--- config.mk ---
export PLATFORM = sky130hd
export DESIGN_NAME = periodic_task_dispatcher
export DESIGN_NICKNAME = d
export VERILOG_FILES = /design/src/rtl/ptd_pkg.sv /design/src/rtl/ptd_ram.sv /design/src/rtl/ptd_rem.sv /design/src/rtl/periodic_task_dispatcher.sv
export SDC_FILE = /design/constraint.sdc
export NUM_CORES = 1
export LEC_CHECK = 0
export BUFFER_PORTS_ARGS = -buffer_cell sky130_fd_sc_hd__buf_2
export CAP_MARGIN = 15
export CORE_MARGIN = 2
export CORE_UTILIZATION = 30
export CTS_CLUSTER_DIAMETER = 50
export DETAILED_ROUTE_END_ITERATION = 10
export SLEW_MARGIN = 10
export SYNTH_ARGS = -nofsm -noshare
export SYNTH_HDL_FRONTEND = slang
export SYNTH_SLANG_ARGS = --single-unit
--- constraint.sdc ---
create_clock -name clk -period 6.3 [get_ports clk]
set_input_delay 1.26 -clock clk [delete_from_list [all_inputs] [get_ports clk]]
set_output_delay 1.26 -clock clk [all_outputs]
set_load 0.05 [all_outputs]
--- src/rtl/ptd_pkg.sv ---
`timescale 1ns / 1ps
// ----------------------------------------------------------------------------
// Periodic task dispatcher package
// Shared widths, operation codes, slot table entry and divider interface types.
// ----------------------------------------------------------------------------
package ptd_pkg;

	localparam int TASK_SLOTS_DEF = 8;
	localparam int TICK_W         = 16;
	localparam int PERIOD_W       = 16;
	localparam int OP_W           = 3;
	localparam int SLOT_W         = 3;

	// operation codes
	localparam logic [OP_W-1:0] OP_TICK    = 3'd0;
	localparam logic [OP_W-1:0] OP_CREATE  = 3'd1;
	localparam logic [OP_W-1:0] OP_SUSPEND = 3'd2;
	localparam logic [OP_W-1:0] OP_RESUME  = 3'd3;
	localparam logic [OP_W-1:0] OP_DELETE  = 3'd4;

	// one slot table entry
	typedef struct packed {
		logic                occupied;
		logic                resumed;
		logic [PERIOD_W-1:0] period;
	} slot_entry_t;

	// remainder unit request and response
	typedef struct packed {
		logic                start;
		logic [TICK_W-1:0]   dividend;
		logic [PERIOD_W-1:0] divisor;
	} rem_req_t;

	typedef struct packed {
		logic done;
		logic zero;
	} rem_rsp_t;

endpackage

--- src/rtl/ptd_ram.sv ---
`timescale 1ns / 1ps
// ----------------------------------------------------------------------------
// Generic RAM
// One write port, one read port, read data registered.
// ----------------------------------------------------------------------------
module ptd_ram #(
	parameter int WIDTH = 18,
	parameter int DEPTH = 8,
	localparam int AW   = (DEPTH > 1) ? $clog2(DEPTH) : 1
) (
	input  logic             clk,
	input  logic             we,
	input  logic [AW-1:0]    waddr,
	input  logic [WIDTH-1:0] wdata,
	input  logic             re,
	input  logic [AW-1:0]    raddr,
	output logic [WIDTH-1:0] rdata
);

	logic [WIDTH-1:0] mem [DEPTH];

	always_ff @(posedge clk) begin
		if (we) begin
			mem[waddr] <= wdata;
		end
		if (re) begin
			rdata <= mem[raddr];
		end
	end

endmodule

--- src/rtl/ptd_rem.sv ---
`timescale 1ns / 1ps
// ----------------------------------------------------------------------------
// Remainder unit
// Restoring division, one quotient bit per cycle; flags a zero remainder.
// ----------------------------------------------------------------------------
module ptd_rem
	import ptd_pkg::*;
(
	input  logic     clk,
	input  logic     arst_n,
	input  rem_req_t req,
	output rem_rsp_t rsp
);

	localparam int CW = $clog2(TICK_W);

	logic                busy_q;
	logic                done_q;
	logic [CW-1:0]       cnt_q;
	logic [PERIOD_W-1:0] rem_q;
	logic [TICK_W-1:0]   dvd_q;
	logic [PERIOD_W-1:0] dsr_q;
	logic [PERIOD_W:0]   trial;

	assign trial = {rem_q, dvd_q[TICK_W-1]};

	always_ff @(posedge clk or negedge arst_n) begin
		if (!arst_n) begin
			busy_q <= 1'b0;
			done_q <= 1'b0;
			cnt_q  <= '0;
			rem_q  <= '0;
			dvd_q  <= '0;
			dsr_q  <= '0;
		end else begin
			done_q <= 1'b0;
			if (req.start) begin
				busy_q <= 1'b1;
				cnt_q  <= '0;
				rem_q  <= '0;
				dvd_q  <= req.dividend;
				dsr_q  <= req.divisor;
			end else if (busy_q) begin
				if (trial >= {1'b0, dsr_q}) begin
					rem_q <= PERIOD_W'(trial - {1'b0, dsr_q});
				end else begin
					rem_q <= PERIOD_W'(trial);
				end
				dvd_q <= {dvd_q[TICK_W-2:0], 1'b0};
				cnt_q <= cnt_q + 1'b1;
				if (cnt_q == CW'(TICK_W - 1)) begin
					busy_q <= 1'b0;
					done_q <= 1'b1;
				end
			end
		end
	end

	assign rsp.done = done_q;
	assign rsp.zero = (rem_q == '0);

endmodule

--- src/rtl/periodic_task_dispatcher.sv ---
`timescale 1ns / 1ps
// ----------------------------------------------------------------------------
// Periodic task dispatcher
// Slot table in a RAM, tick counter and a sequencer that walks the slots.
// ----------------------------------------------------------------------------
// Edits pass S_OP_WAIT (table write back), then S_ACK registers the acknowledge;
// other operations go straight to S_ACK. Tick: each slot is read (S_TK_RD,
// S_TK_WAIT), an eligible one is checked in S_TK_DIV, a due one is emitted in
// S_TK_EMIT, S_TK_DONE closes; stalls hold the emitting states. One transaction
// at a time; the next is taken once the last result is registered.
// Reset: control cleared at once; per-slot valid flags make the table read empty.
// ----------------------------------------------------------------------------
module periodic_task_dispatcher
	import ptd_pkg::*;
#(
	parameter int TASK_SLOTS = TASK_SLOTS_DEF
) (
	input  logic                clk,
	input  logic                arst_n,
	// input channel
	input  logic                in_valid,
	output logic                in_ready,
	input  logic [OP_W-1:0]     operation,
	input  logic [SLOT_W-1:0]   slot,
	input  logic                has_function,
	input  logic [PERIOD_W-1:0] period,
	// result channel
	output logic                out_valid,
	input  logic                out_ready,
	output logic                kind,
	output logic                status,
	output logic [SLOT_W-1:0]   due_slot,
	output logic                last
);

	localparam int SW = (TASK_SLOTS > 1) ? $clog2(TASK_SLOTS) : 1;
	localparam int EW = $bits(slot_entry_t);

	typedef enum logic [2:0] {
		S_IDLE,
		S_OP_WAIT,   // table entry arrives, write back
		S_ACK,
		S_TK_RD,     // read slot idx
		S_TK_WAIT,   // entry arrives, start period check if eligible
		S_TK_DIV,
		S_TK_EMIT,
		S_TK_DONE
	} state_t;

	state_t              state_q;
	logic [TICK_W-1:0]   tick_q;
	logic [SW-1:0]       idx_q;
	logic [OP_W-1:0]     op_q;
	logic [SW-1:0]       slot_q;
	logic [PERIOD_W-1:0] period_q;
	logic                ack_err_q;

	// result register
	logic                out_valid_q;
	logic                kind_q;
	logic                status_q;
	logic [SLOT_W-1:0]   due_slot_q;
	logic                last_q;

	// table valid flags
	logic [TASK_SLOTS-1:0] vld_q;
	logic                  rvld_s1;

	logic          ram_we;
	logic          ram_re;
	logic [SW-1:0] ram_raddr;
	logic [EW-1:0] ram_rdata;
	slot_entry_t   cur_entry;
	slot_entry_t   nxt_entry;

	rem_req_t rem_req;
	rem_rsp_t rem_rsp;

	logic accept;
	logic out_free;
	logic emit;
	logic last_slot;
	logic in_range;
	logic edits;
	logic eligible;

	assign in_ready  = (state_q == S_IDLE);
	assign accept    = in_valid && in_ready;
	assign out_free  = !out_valid_q || out_ready;
	assign last_slot = (idx_q == SW'(TASK_SLOTS - 1));
	assign in_range  = (32'(slot) < TASK_SLOTS);

	// result register loads in this cycle
	assign emit = out_free && (state_q inside {S_ACK, S_TK_EMIT, S_TK_DONE});

	// operations that touch the table
	assign edits = in_range && ((operation == OP_CREATE && has_function)
		|| operation == OP_SUSPEND || operation == OP_RESUME
		|| operation == OP_DELETE);

	// read is issued straight at acceptance for edits; for a tick it is harmless
	assign ram_re    = accept || (state_q == S_TK_RD);
	assign ram_raddr = (state_q == S_IDLE) ? SW'(slot) : idx_q;
	assign ram_we    = (state_q == S_OP_WAIT);

	// a slot never written reads as empty
	assign cur_entry = rvld_s1 ? slot_entry_t'(ram_rdata) : '0;

	always_comb begin
		nxt_entry = cur_entry;
		case (op_q)
			OP_CREATE: begin
				if (!cur_entry.occupied) begin
					nxt_entry.occupied = 1'b1;
					nxt_entry.resumed  = 1'b1;
					nxt_entry.period   = period_q;
				end
			end
			OP_SUSPEND: nxt_entry.resumed  = 1'b0;
			OP_RESUME:  nxt_entry.resumed  = 1'b1;
			OP_DELETE:  nxt_entry.occupied = 1'b0;
			default:    nxt_entry = cur_entry;
		endcase
	end

	// zero period is never due
	assign eligible = cur_entry.occupied && cur_entry.resumed && (cur_entry.period != '0);

	assign rem_req.start    = (state_q == S_TK_WAIT) && eligible;
	assign rem_req.dividend = tick_q;
	assign rem_req.divisor  = cur_entry.period;

	ptd_ram #(
		.WIDTH(EW),
		.DEPTH(TASK_SLOTS)
	) u_table (
		.clk  (clk),
		.we   (ram_we),
		.waddr(slot_q),
		.wdata(EW'(nxt_entry)),
		.re   (ram_re),
		.raddr(ram_raddr),
		.rdata(ram_rdata)
	);

	ptd_rem u_rem (
		.clk   (clk),
		.arst_n(arst_n),
		.req   (rem_req),
		.rsp   (rem_rsp)
	);

	// valid flag per slot, set on first write; flag read alongside the RAM
	always_ff @(posedge clk or negedge arst_n) begin
		if (!arst_n) begin
			vld_q   <= '0;
			rvld_s1 <= 1'b0;
		end else begin
			if (ram_we) begin
				vld_q[slot_q] <= 1'b1;
			end
			if (ram_re) begin
				rvld_s1 <= vld_q[ram_raddr];
			end
		end
	end

	// sequencer and result register
	always_ff @(posedge clk or negedge arst_n) begin
		if (!arst_n) begin
			state_q     <= S_IDLE;
			tick_q      <= '0;
			idx_q       <= '0;
			op_q        <= OP_TICK;
			slot_q      <= '0;
			period_q    <= '0;
			ack_err_q   <= 1'b0;
			out_valid_q <= 1'b0;
			kind_q      <= 1'b0;
			status_q    <= 1'b0;
			due_slot_q  <= '0;
			last_q      <= 1'b0;
		end else begin
			if (emit) begin
				out_valid_q <= 1'b1;
			end else if (out_ready) begin
				out_valid_q <= 1'b0;
			end
			case (state_q)
				S_IDLE: begin
					if (accept) begin
						op_q      <= operation;
						slot_q    <= SW'(slot);
						period_q  <= period;
						ack_err_q <= (operation == OP_CREATE) && !has_function;
						if (operation == OP_TICK) begin
							tick_q  <= tick_q + 1'b1;
							idx_q   <= '0;
							state_q <= S_TK_RD;
						end else if (edits) begin
							state_q <= S_OP_WAIT;
						end else begin
							state_q <= S_ACK;
						end
					end
				end
				S_OP_WAIT: state_q <= S_ACK;
				S_ACK: begin
					if (out_free) begin
						kind_q      <= 1'b0;
						status_q    <= ack_err_q;
						due_slot_q  <= '0;
						last_q      <= 1'b1;
						state_q     <= S_IDLE;
					end
				end
				S_TK_RD: state_q <= S_TK_WAIT;
				S_TK_WAIT: begin
					if (eligible) begin
						state_q <= S_TK_DIV;
					end else if (last_slot) begin
						state_q <= S_TK_DONE;
					end else begin
						idx_q   <= idx_q + 1'b1;
						state_q <= S_TK_RD;
					end
				end
				S_TK_DIV: begin
					if (rem_rsp.done) begin
						if (rem_rsp.zero) begin
							state_q <= S_TK_EMIT;
						end else if (last_slot) begin
							state_q <= S_TK_DONE;
						end else begin
							idx_q   <= idx_q + 1'b1;
							state_q <= S_TK_RD;
						end
					end
				end
				S_TK_EMIT: begin
					if (out_free) begin
						kind_q      <= 1'b1;
						status_q    <= 1'b0;
						due_slot_q  <= SLOT_W'(idx_q);
						last_q      <= 1'b0;
						if (last_slot) begin
							state_q <= S_TK_DONE;
						end else begin
							idx_q   <= idx_q + 1'b1;
							state_q <= S_TK_RD;
						end
					end
				end
				S_TK_DONE: begin
					if (out_free) begin
						kind_q      <= 1'b0;
						status_q    <= 1'b0;
						due_slot_q  <= '0;
						last_q      <= 1'b1;
						state_q     <= S_IDLE;
					end
				end
				default: state_q <= S_IDLE;
			endcase
		end
	end

	assign out_valid = out_valid_q;
	assign kind      = kind_q;
	assign status    = status_q;
	assign due_slot  = due_slot_q;
	assign last      = last_q;

	// remainder result only turns up while the sequencer waits for it
	a_rem_done_in_div: assert property (@(posedge clk) disable iff (!arst_n)
		rem_rsp.done |-> state_q == S_TK_DIV)
		else $error("remainder result outside period check");

	// slot walk stays inside the table
	a_idx_range: assert property (@(posedge clk) disable iff (!arst_n)
		32'(idx_q) < TASK_SLOTS)
		else $error("slot index beyond table");

	// a due item only ever belongs to a tick
	a_due_only_tick: assert property (@(posedge clk) disable iff (!arst_n)
		(out_valid && kind) |-> (op_q == OP_TICK && !last))
		else $error("due item outside tick transaction");

	// table write only follows a read issued at acceptance
	a_write_after_read: assert property (@(posedge clk) disable iff (!arst_n)
		ram_we |-> $past(accept))
		else $error("table write without preceding read");

endmodule
### Word-level counts from Yosys, hierarchy flattened

Memories as Yosys holds them, arrays and structs flattened. A register that Yosys moved wholly into a read port is not among the register bits.
Index checks and enable logic that the tools add are counted.

* bits in registers: 115
* bits in writable memories: 144
* input bits: 27
* output and inout bits: 8
* memories kept: 1

* $add $sub $neg: 4
* $lt $le $gt $ge: 4
* eq/ne operators: 26
* multiplexer cells: 53
* bitwise operators: 1
* reduce and logical (&&, ||, !) cells: 33

Memories
* u_table.mem: depth 8, bits a word 18, rd ports 1, clocked after memory_dff 1, wr ports 1, line ptd_ram.sv:20 `logic [WIDTH-1:0] mem [DEPTH];`

Operators by type and width (count)
* $mux 16: 6
* $mux 3: 16
* $eq 3x3->1 const B: 7
* $pmux 3 s7: 1
* $eq 3x2->1 const B: 6
* $mux 18: 1
* $ge 17x16->1: 1
* $mux 17: 1
* $add 16x1->16 const B: 1
* $logic_not 16->1: 1
* $reduce_bool 16->1: 1
* $sub 16x16->16: 1
* $mux 1: 15
* $pmux 3 s4: 1
* $ne 2x1->1 const B: 5
* $eq 3x1->1 const B: 3
* $reduce_and 3->1: 3
* $logic_and 1x1->1: 8
* $lt 3x4->1 const B: 2
* $mux 4: 2
* $ne 2x2->1 const B: 4
* $or 8x8->8: 1
* $pmux 1 s2: 4
* $reduce_bool 2->1: 4
* 18 further kinds: 26

### Longest topological paths before layout

Gate-level depths: netlist of the first run.

* word-level depth: 9
* mapped depth: 11

### Hierarchy

A second synthesis of the first run with hierarchy kept.

* cells, all modules: 896
* area total of the unflattened synthesis: 12791.0 sq um

Modules (own cells, without submodules)
* ptd_ram: instances 1, cells each 239, area each 6144.6 sq um, sequential area each 4864.7 sq um
* ptd_rem: instances 1, cells each 362, area each 3407.0 sq um, sequential area each 1351.3 sq um
* periodic_task_dispatcher: instances 1, cells each 295, area each 3239.4 sq um, sequential area each 1526.5 sq um

### Least setup slack after synthesis of the first run

No wires, ideal clock.

* path type: reg2reg
* start point: register state_q[0]
* end point: memory u_table.mem[0][0] (enable)
* library setup time: 417 ps
* data arrival time: 2502 ps
* setup slack: 3381 ps
* cell stages (with the launch flop): 6
* path buffers: 2
* cell sequence: dfrtp_1 -> buf_6 -> clkbuf_1 -> nand2_1 -> or3_1 -> nor3_1

* cells in the longest elaborated chain, start to end: 3

RTL lines
* from (decl): line periodic_task_dispatcher.sv:50 `state_t state_q;`
* from (signal assigned): line periodic_task_dispatcher.sv:171 `state_q <= S_IDLE;`
* from (signal assigned): line periodic_task_dispatcher.sv:199 `state_q <= S_TK_RD;`
* from (signal assigned): line periodic_task_dispatcher.sv:201 `state_q <= S_OP_WAIT;`
* $eq 3x1->1: line periodic_task_dispatcher.sv:104 `assign ram_we = (state_q == S_OP_WAIT);`
* $mux 1: line ptd_ram.sv:23 `if (we) begin`
* $mux 1 (implied by the code): line ptd_ram.sv:24 `mem[waddr] <= wdata;`
* to (decl): line ptd_ram.sv:20

No other way between the ends.

### Worst setup path after layout of the first run

* start point: register state_q[2]
* end point: output port in_ready

* cells in the longest elaborated chain, start to end: 1

RTL lines
* $logic_not 3->1: line periodic_task_dispatcher.sv:87 `assign in_ready = (state_q == S_IDLE);`
* to (decl): line periodic_task_dispatcher.sv:22 `output logic in_ready,`

No other way between the ends.

==> results of run 1 <==
==> worst reg2reg max path, cell delays in order, from the launching register on <==
cell and delay, ns:
dfrtp_1 0.63, nor3_4 0.47, mux2i_4 0.28, buf_4 0.62
mux4_2 0.62, mux2_2 0.27
==> metal layers <==
metal | share of wire | routed length, µm | GRT usage
met5 | 0 | 0 | 0
met4 | 0.021 | 566 | 0.03473
met3 | 0.042 | 1114 | 0.02269
met2 | 0.50 | 13420 | 0.2189
met1 | 0.44 | 11650 | 0.1581
==> per-stage QoR <==
step | hold slack, ns | instance area, µm² | cells
floorplan | 0.4337 | 12420 | 926
global placement | 0.4474 | 13220 | 1461
detailed placement | 0.4506 | 13220 | 1461
CTS | 0.4663 | 14290 | 1519
global route | 0.4736 | 14290 | 1519
finish | 0.4652 | 14290 | 1519
==> logic make-up after synthesis <==
group	synth area share
DFF	0.6233
and+or+nand+nor	0.09519
AOI/OAI and AO/OA	0.08854
muxes	0.1268
buffers and inverters	0.02750
xor gates and xnor gates	0.01692
adders and majority gates	0.02176
==> power by group through the flow <==
stage	Combinational, W	Sequential (W)	Clock (W)
after global routing	0.00332	0.00306	0.00198
after CTS	0.00300	0.00299	0.00189
final	0.00298	0.00299	0.00184
after detailed placement	0.00299	0.00303	0
after floorplan	0.00239	0.00285	0
after global placement	0.00292	0.00301	0
==> registers in the layout (all words and copies together) (netlist names) <==
name	cells
kind	1
period_q	16
vld_q	8
u_rem.rem_q	16
rvld_s1	1
due_slot	3
slot_q	3
out_valid	1
tick_q	16
u_rem.busy_q	1
op_q	3
u_rem.dsr_q	16
u_table.rdata	18
idx_q	3
u_rem.dvd_q	16
u_table.mem	144
u_rem.cnt_q	4
last	1
u_rem.done_q	1
state_q	3
status	1
ack_err_q	1
==> layout make-up <==
type	instances	area (µm²)	share of cell area
inverter	30	112.6	0.007880
timing repair buffer	50	292.8	0.02049
tap	532	665.6	0.04658
clock inverter	19	222.7	0.01558
multi-input combinational	572	4408	0.3084
sequential	277	7744	0.5418
clock buffer	39	845.8	0.05918
==> cell usage in the layout, fill, tap and decap left out, drive strengths merged, types with 4 or more instances in the layout <==
cell type / count
nand4: 8
and3: 5
o21a: 4
a211o: 7
mux2: 44
nand3: 27
clkbuf: 39
xnor2: 19
nand2: 102
a21oi: 18
nor2: 35
inv: 35
mux2i: 22
o31a: 4
mux4: 38
buf: 50
o211ai: 5
nand3b: 5
or2: 9
or3: 5
a31oi: 17
o21ai: 87
o22ai: 6
a21boi: 4
clkinvlp: 4
clkinv: 7
xor2: 5
dfrtp: 115
ha: 20
nor4: 9
nor3: 15
a21o: 8
nand2b: 8
edfxtp: 162
==> worst min path at each step <==
stage,to,cells after the start,slack (ns)
3_5_place_dp,vld_q[6],1,0.45
2_1_floorplan,vld_q[1],1,0.43
3_3_place_gp,vld_q[2],1,0.45
4_1_cts,vld_q[6],1,0.47
6_report,vld_q[7],1,0.47
5_1_grt,vld_q[0],1,0.47
==> qor.yml, run 1 <==
floorplan:
  fp.dieH_um: 207.5
  die_width_um: 207.5
  dieArea_mm2: 0.04305
  io_pins: 35
  coreArea_mm2: 0.04083
  rows: 74
  start_util: 0.3042
routing:
  first_pass_iters: 4
  wl_per_cell_um: 17.61
  drc_errors: 0
  drtIter0Drc: 449
  via_count: 7550
  finalWirelength_um: 26750
  via_per_inst: 4.970
  drt.antenna.violating_nets: 0
critical_path:
  worstReg2RegEnd: "u_table.rdata[17]"
  cp.arrival_ns: 2.00
  crit_path_end_kind: "output port"
  reg2regPathDepth: 5
  cp-startpoint: "state_q[2]"
  r2r_start: "state_q[2]"
  crit_path_start_kind: "flop"
  setup.worst_path.end: "in_ready"
  worstPathMaxFanout: 17
  crit_required_ns: 5.04
  cp.depth: 2
  critPathTopFamily: "flip-flops"
  crit_buf_inv: 1
  crit_path_cell_trace: "nor3_4 > buf_2"
  r2r_slack_ns: 3.17
  critPathKind: "reg -> out"
  cpPeakStageDelay_ns: 0.63
  critPathSlowestCell: "dfrtp_1"
timing:
  tns_ns: 0
  setup_slack_ns: 3.037
  max_freq_mhz: 306.5
  final_max_slew_viol_count: 0
  clock_skew_ns: 0.02294
  finalCritPeriodShare: 0.5179
  tightest_slew_ns: 1.069
  slew_headroom: 0.2850
  rsz0062_at_grt: "false"
  final-hold-violation-count: 0
  setup_viol: 0
  fin_crit_ns: 3.263
pwr:
  power_frac_clock: 0.235
  power_frac_seq: 0.383
  p_leak_nw: 5.263
  power.internal_w: 0.004950
  ir_worst_vdd_v: 0.0002314
  p_total_w: 0.007815
  switching_share: 0.3666
  switchingPower_w: 0.002865
  pwr-share-comb: 0.382
  p_per_area_mw_per_mm2: 546.8
yosys:
  synthCells: 926
  synth_most_common_cell: "edfxtp_1"
  yosys-top-cells-count: "edfxtp_1, dfrtp_1, nand2_1"
  yosysWarnings: 0
  synth_ff_type: "edfxtp_1"
  synth_seq_area_share: 0.6233
  synthTopCellsByArea: "edfxtp_1, dfrtp_1, mux4_2"
  synthesis.area_mm2: 0.01242
  synthArstFlopShare: 0.4152
  synth_top_area_frac: 0.3916
  ys_types: 64
  syn_nets: 974
  ys_ff_latch: 277
  synth-edff-count: 162
  synth_top_cell_by_area: "edfxtp_1"
  avgSynthCellArea_um2: 13.41
grt:
  grt_pass1_vias: 7684
  grt_use_total: 0.1249
  antenna_found_initial: 0
  grt_max_degree: 72
  grt_pass1_wl_um: 43060
  overflow: 0
clocking:
  cts_tree: "done"
  clock_sinks: 277
  clk_latency_ns: 0.57
  cts_made_buffers: 31
  hold_buffers: 0
  clock-root-buffer: "clkbuf_16"
  clk_pin_slew_ns: 0.06
  clockBufferDepth: 3
  cts-htree-levels: 1
  cts_setup_buffers: 0
  post_cts.resized_instances: 0
layout:
  fill_cells: 3922
  fin_util: 0.3500
  syn_to_final_growth_pct: 15.05
  final_nets: 1010
  drive_above_1_share: 0.2128
  diodes: 0
place:
  dpl_worst_slack_ns: 2.952
  hpwl_um: 16690
  gp_congestion: 0.8083
  io_buffers: 34
outcome:
  outcome: "finished, final reports clean"
worst_hold_path:
  hold_start: "vld_q[7]"
  hold_class: "reg -> reg"
job:
  max-cap-violations: 0
Note: power is estimated with default switching activity, not from simulation.
==> inputs of run 2 (changes only) <==
==> constraint.sdc (replaced) <==
create_clock -name clk -period 3.4 [get_ports clk]
set_input_delay 0.68 -clock clk [delete_from_list [all_inputs] [get_ports clk]]
set_output_delay 0.68 -clock clk [all_outputs]
set_load 0.05 [all_outputs]
==> qor.yml, run 2 (same netlist as run 1, synthesis figures left out) <==
layout:
  biggestRegsByFlops: "u_table.mem x144, u_table.rdata x18"  # unchanged
  most-common-layout-cells: "edfxtp_1, dfrtp_1, nand2_1"  # unchanged
  top_register: "u_table.mem"  # unchanged
  fin_util: 0.3561  # was 0.3500
  diodes: 0  # unchanged
  final_common_cell: "edfxtp_1"  # unchanged
  largest_reg_flops: 144  # unchanged
  final_nets: 1025  # was 1010
  syn_to_final_growth_pct: 17.04  # was 15.05%
  drive_above_1_share: 0.2203  # was 0.2128
timing:
  rsz0062_at_grt: "false"  # unchanged
  setup_viol: 0  # unchanged
  final-hold-violation-count: 0  # unchanged
  finalCritPeriodShare: 0.7905
  fin_crit_ns: 2.688
  setup_slack_ns: 0.7124  # was 3.037 ns
  final_max_slew_viol_count: 0  # unchanged
  slew_headroom: 0.2914  # was 0.2850
  tightest_slew_ns: 1.063  # was 1.069 ns
  clock_skew_ns: 0.03833  # was 0.02294 ns
  tns_ns: 0  # unchanged
  max_freq_mhz: 372.1
routing:
  first_pass_iters: 4  # unchanged
  wl_met1_um: 11840  # was 11650 µm
  route.met2.wl_um: 13450  # was 13420 µm
  wl_per_cell_um: 17.65  # was 17.61 µm
  finalWirelength_um: 27100  # was 26750 µm
  drtIter0Drc: 412  # was 449
  via_count: 7633  # was 7550
  maxUsedRoutingLayer: "met4"  # unchanged
  via_per_inst: 4.973  # was 4.970
  drt.antenna.violating_nets: 0  # unchanged
  route.met3.wl_um: 1126  # was 1114 µm
  drc_errors: 0  # unchanged
grt:
  grt_pass1_vias: 7638  # was 7684
  grt_pass1_wl_um: 42810  # was 43060 µm
  grt_use_total: 0.1247  # was 0.1249
  antenna_found_initial: 0  # unchanged
  overflow: 0  # unchanged
  grt_max_degree: 77  # was 72
critical_path:
  critPathSlowestCell: "dfrtp_1"  # unchanged
  crit_path_end_kind: "flop"  # was output port
  cpPeakStageDelay_ns: 0.54  # was 0.63 ns
  worstPathMaxFanout: 38  # was 17
  r2r_slack_ns: 0.71  # was 3.17 ns
  r2r_start: "state_q[1]"  # was state_q[2]
  worstReg2RegEnd: "u_table.rdata[8]"  # was u_table.rdata[17]
  cp-startpoint: "state_q[1]"  # was state_q[2]
  crit_path_cell_trace: "nor3_4 > mux2i_4 > buf_12 > mux4_2 > mux2_2"  # was nor3_4 > buf_2
  crit_path_start_kind: "flop"  # unchanged
  cp.arrival_ns: 2.93  # was 2.00 ns
  crit_buf_inv: 1  # unchanged
  crit_required_ns: 3.65  # was 5.04 ns
  critPathTopFamily: "multiplexers"  # was flip-flops
  critPathKind: "reg -> reg"  # was reg -> out
  reg2regPathDepth: 5  # unchanged
place:
  gp_congestion: 0.8063  # was 0.8083
  dpl_worst_slack_ns: 0.6997  # was 2.952 ns
  io_buffers: 34  # unchanged
  hpwl_um: 16620  # was 16690 µm
pwr:
  pwr-share-comb: 0.383  # was 0.382
  p_total_w: 0.01496  # was 0.007815 W
  power_frac_clock: 0.252  # was 0.235
  power_frac_seq: 0.365  # was 0.383
  switchingPower_w: 0.005331  # was 0.002865 W
  ir_worst_vdd_v: 0.0005465  # was 0.0002314 V
  power.internal_w: 0.009627  # was 0.004950 W
  switching_share: 0.3564  # was 0.3666
  p_leak_nw: 5.411  # was 5.263 nW
  p_per_area_mw_per_mm2: 1029  # was 546.8 mW/mm²
worst_hold_path:
  hold_class: "in -> async"  # was reg -> reg
clocking:
  clock-root-buffer: "clkbuf_16"  # unchanged
  cts-htree-levels: 2  # was 1
  cts_tree: "done"  # unchanged
  clk_pin_slew_ns: 0.06  # about the same
  hold_buffers: 0  # unchanged
  cts_made_buffers: 34  # was 31
  clock_sinks: 277  # unchanged
  clockBufferDepth: 3  # unchanged
  clk_latency_ns: 0.53  # was 0.57 ns
  post_cts.resized_instances: 0  # unchanged
  cts_setup_buffers: 0  # unchanged
floorplan:
  rows: 74  # unchanged
  dieArea_mm2: 0.04305  # unchanged
  fp.dieH_um: 207.5  # unchanged
  io_pins: 35  # unchanged
  coreArea_mm2: 0.04083  # unchanged
  start_util: 0.3042  # unchanged
  die_width_um: 207.5  # unchanged
outcome:
  outcome: "finished, final reports clean"  # unchanged
job:
  max-cap-violations: 0  # unchanged
==> run 2: cell types whose count changed in the layout (fill, tap and decap cells not counted), moves of 3 or more <==
cell,delta
buf_12,+3
buf_4,+9
clkbuf_1,+6
clkbuf_16,+3
clkinvlp_4,-4
inv_6,-4
==> run 2: how the worst max path moves through the flow <==
stage	endpoint	slack (ns)	cells after the start
floorplan	u_table.mem[0][0]	0.48	5
global placement	u_table.rdata[10]	0.78	5
detailed placement	u_table.rdata[13]	0.70	5
CTS	u_table.rdata[8]	0.68	5
global route	u_rem.rem_q[10]	0.49	7
finish	u_table.rdata[8]	0.71	5
==> run 2: stage by stage <==
| stage | instances | cell area [µm²] | hold slack (ns) |
|---|---|---|---|
| floorplan | 926 | 12420 | 0.3844 |
| global placement | 1473 | 13340 | 0.4474 |
| detailed placement | 1473 | 13340 | 0.4476 |
| CTS | 1535 | 14540 | 0.1762 |
| global route | 1535 | 14540 | 0.1968 |
| finish | 1535 | 14540 | 0.1681 |
==> run 2: final cells by class <==
cell class                      count  area [µm²]
Sequential cell                   277        7744
Fill cell                        3889       26290
Tap cell                          532       665.6
Multi-Input combinational cell    572        4395
Clock buffer                       48       943.4
Clock inverter                     14       257.7
Inverter                           30       112.6
Timing Repair Buffer               62       420.4
==> run 2: per-layer routing <==
metal | global-route usage | vias up
met5 | 0 | -
met4 | 0.03818 | 0
met3 | 0.02224 | 43
met2 | 0.2145 | 157
met1 | 0.1602 | 3847
li1 | - | 3586
==> run 2: worst reg2reg max path, delay by kind of cell (launching register included) <==
family / cells / cell delay (ns)
buffers and inverters: 1 / 0.32
flip-flops: 1 / 0.54
multiplexers: 3 / 1.15
AND/OR/NAND/NOR: 1 / 0.41
==> run 2: power groups by stage <==
| stage | registers (W) | clock network (W) | logic (W) |
|---|---|---|---|
| 2_1_floorplan | 0.00528 | 0 | 0.00443 |
| 3_3_place_gp | 0.00550 | 0 | 0.00561 |
| 3_5_place_dp | 0.00552 | 0 | 0.00572 |
| 4_1_cts | 0.00547 | 0.00385 | 0.00574 |
| 5_1_grt | 0.00557 | 0.00400 | 0.00637 |
| 6_report | 0.00547 | 0.00377 | 0.00573 |
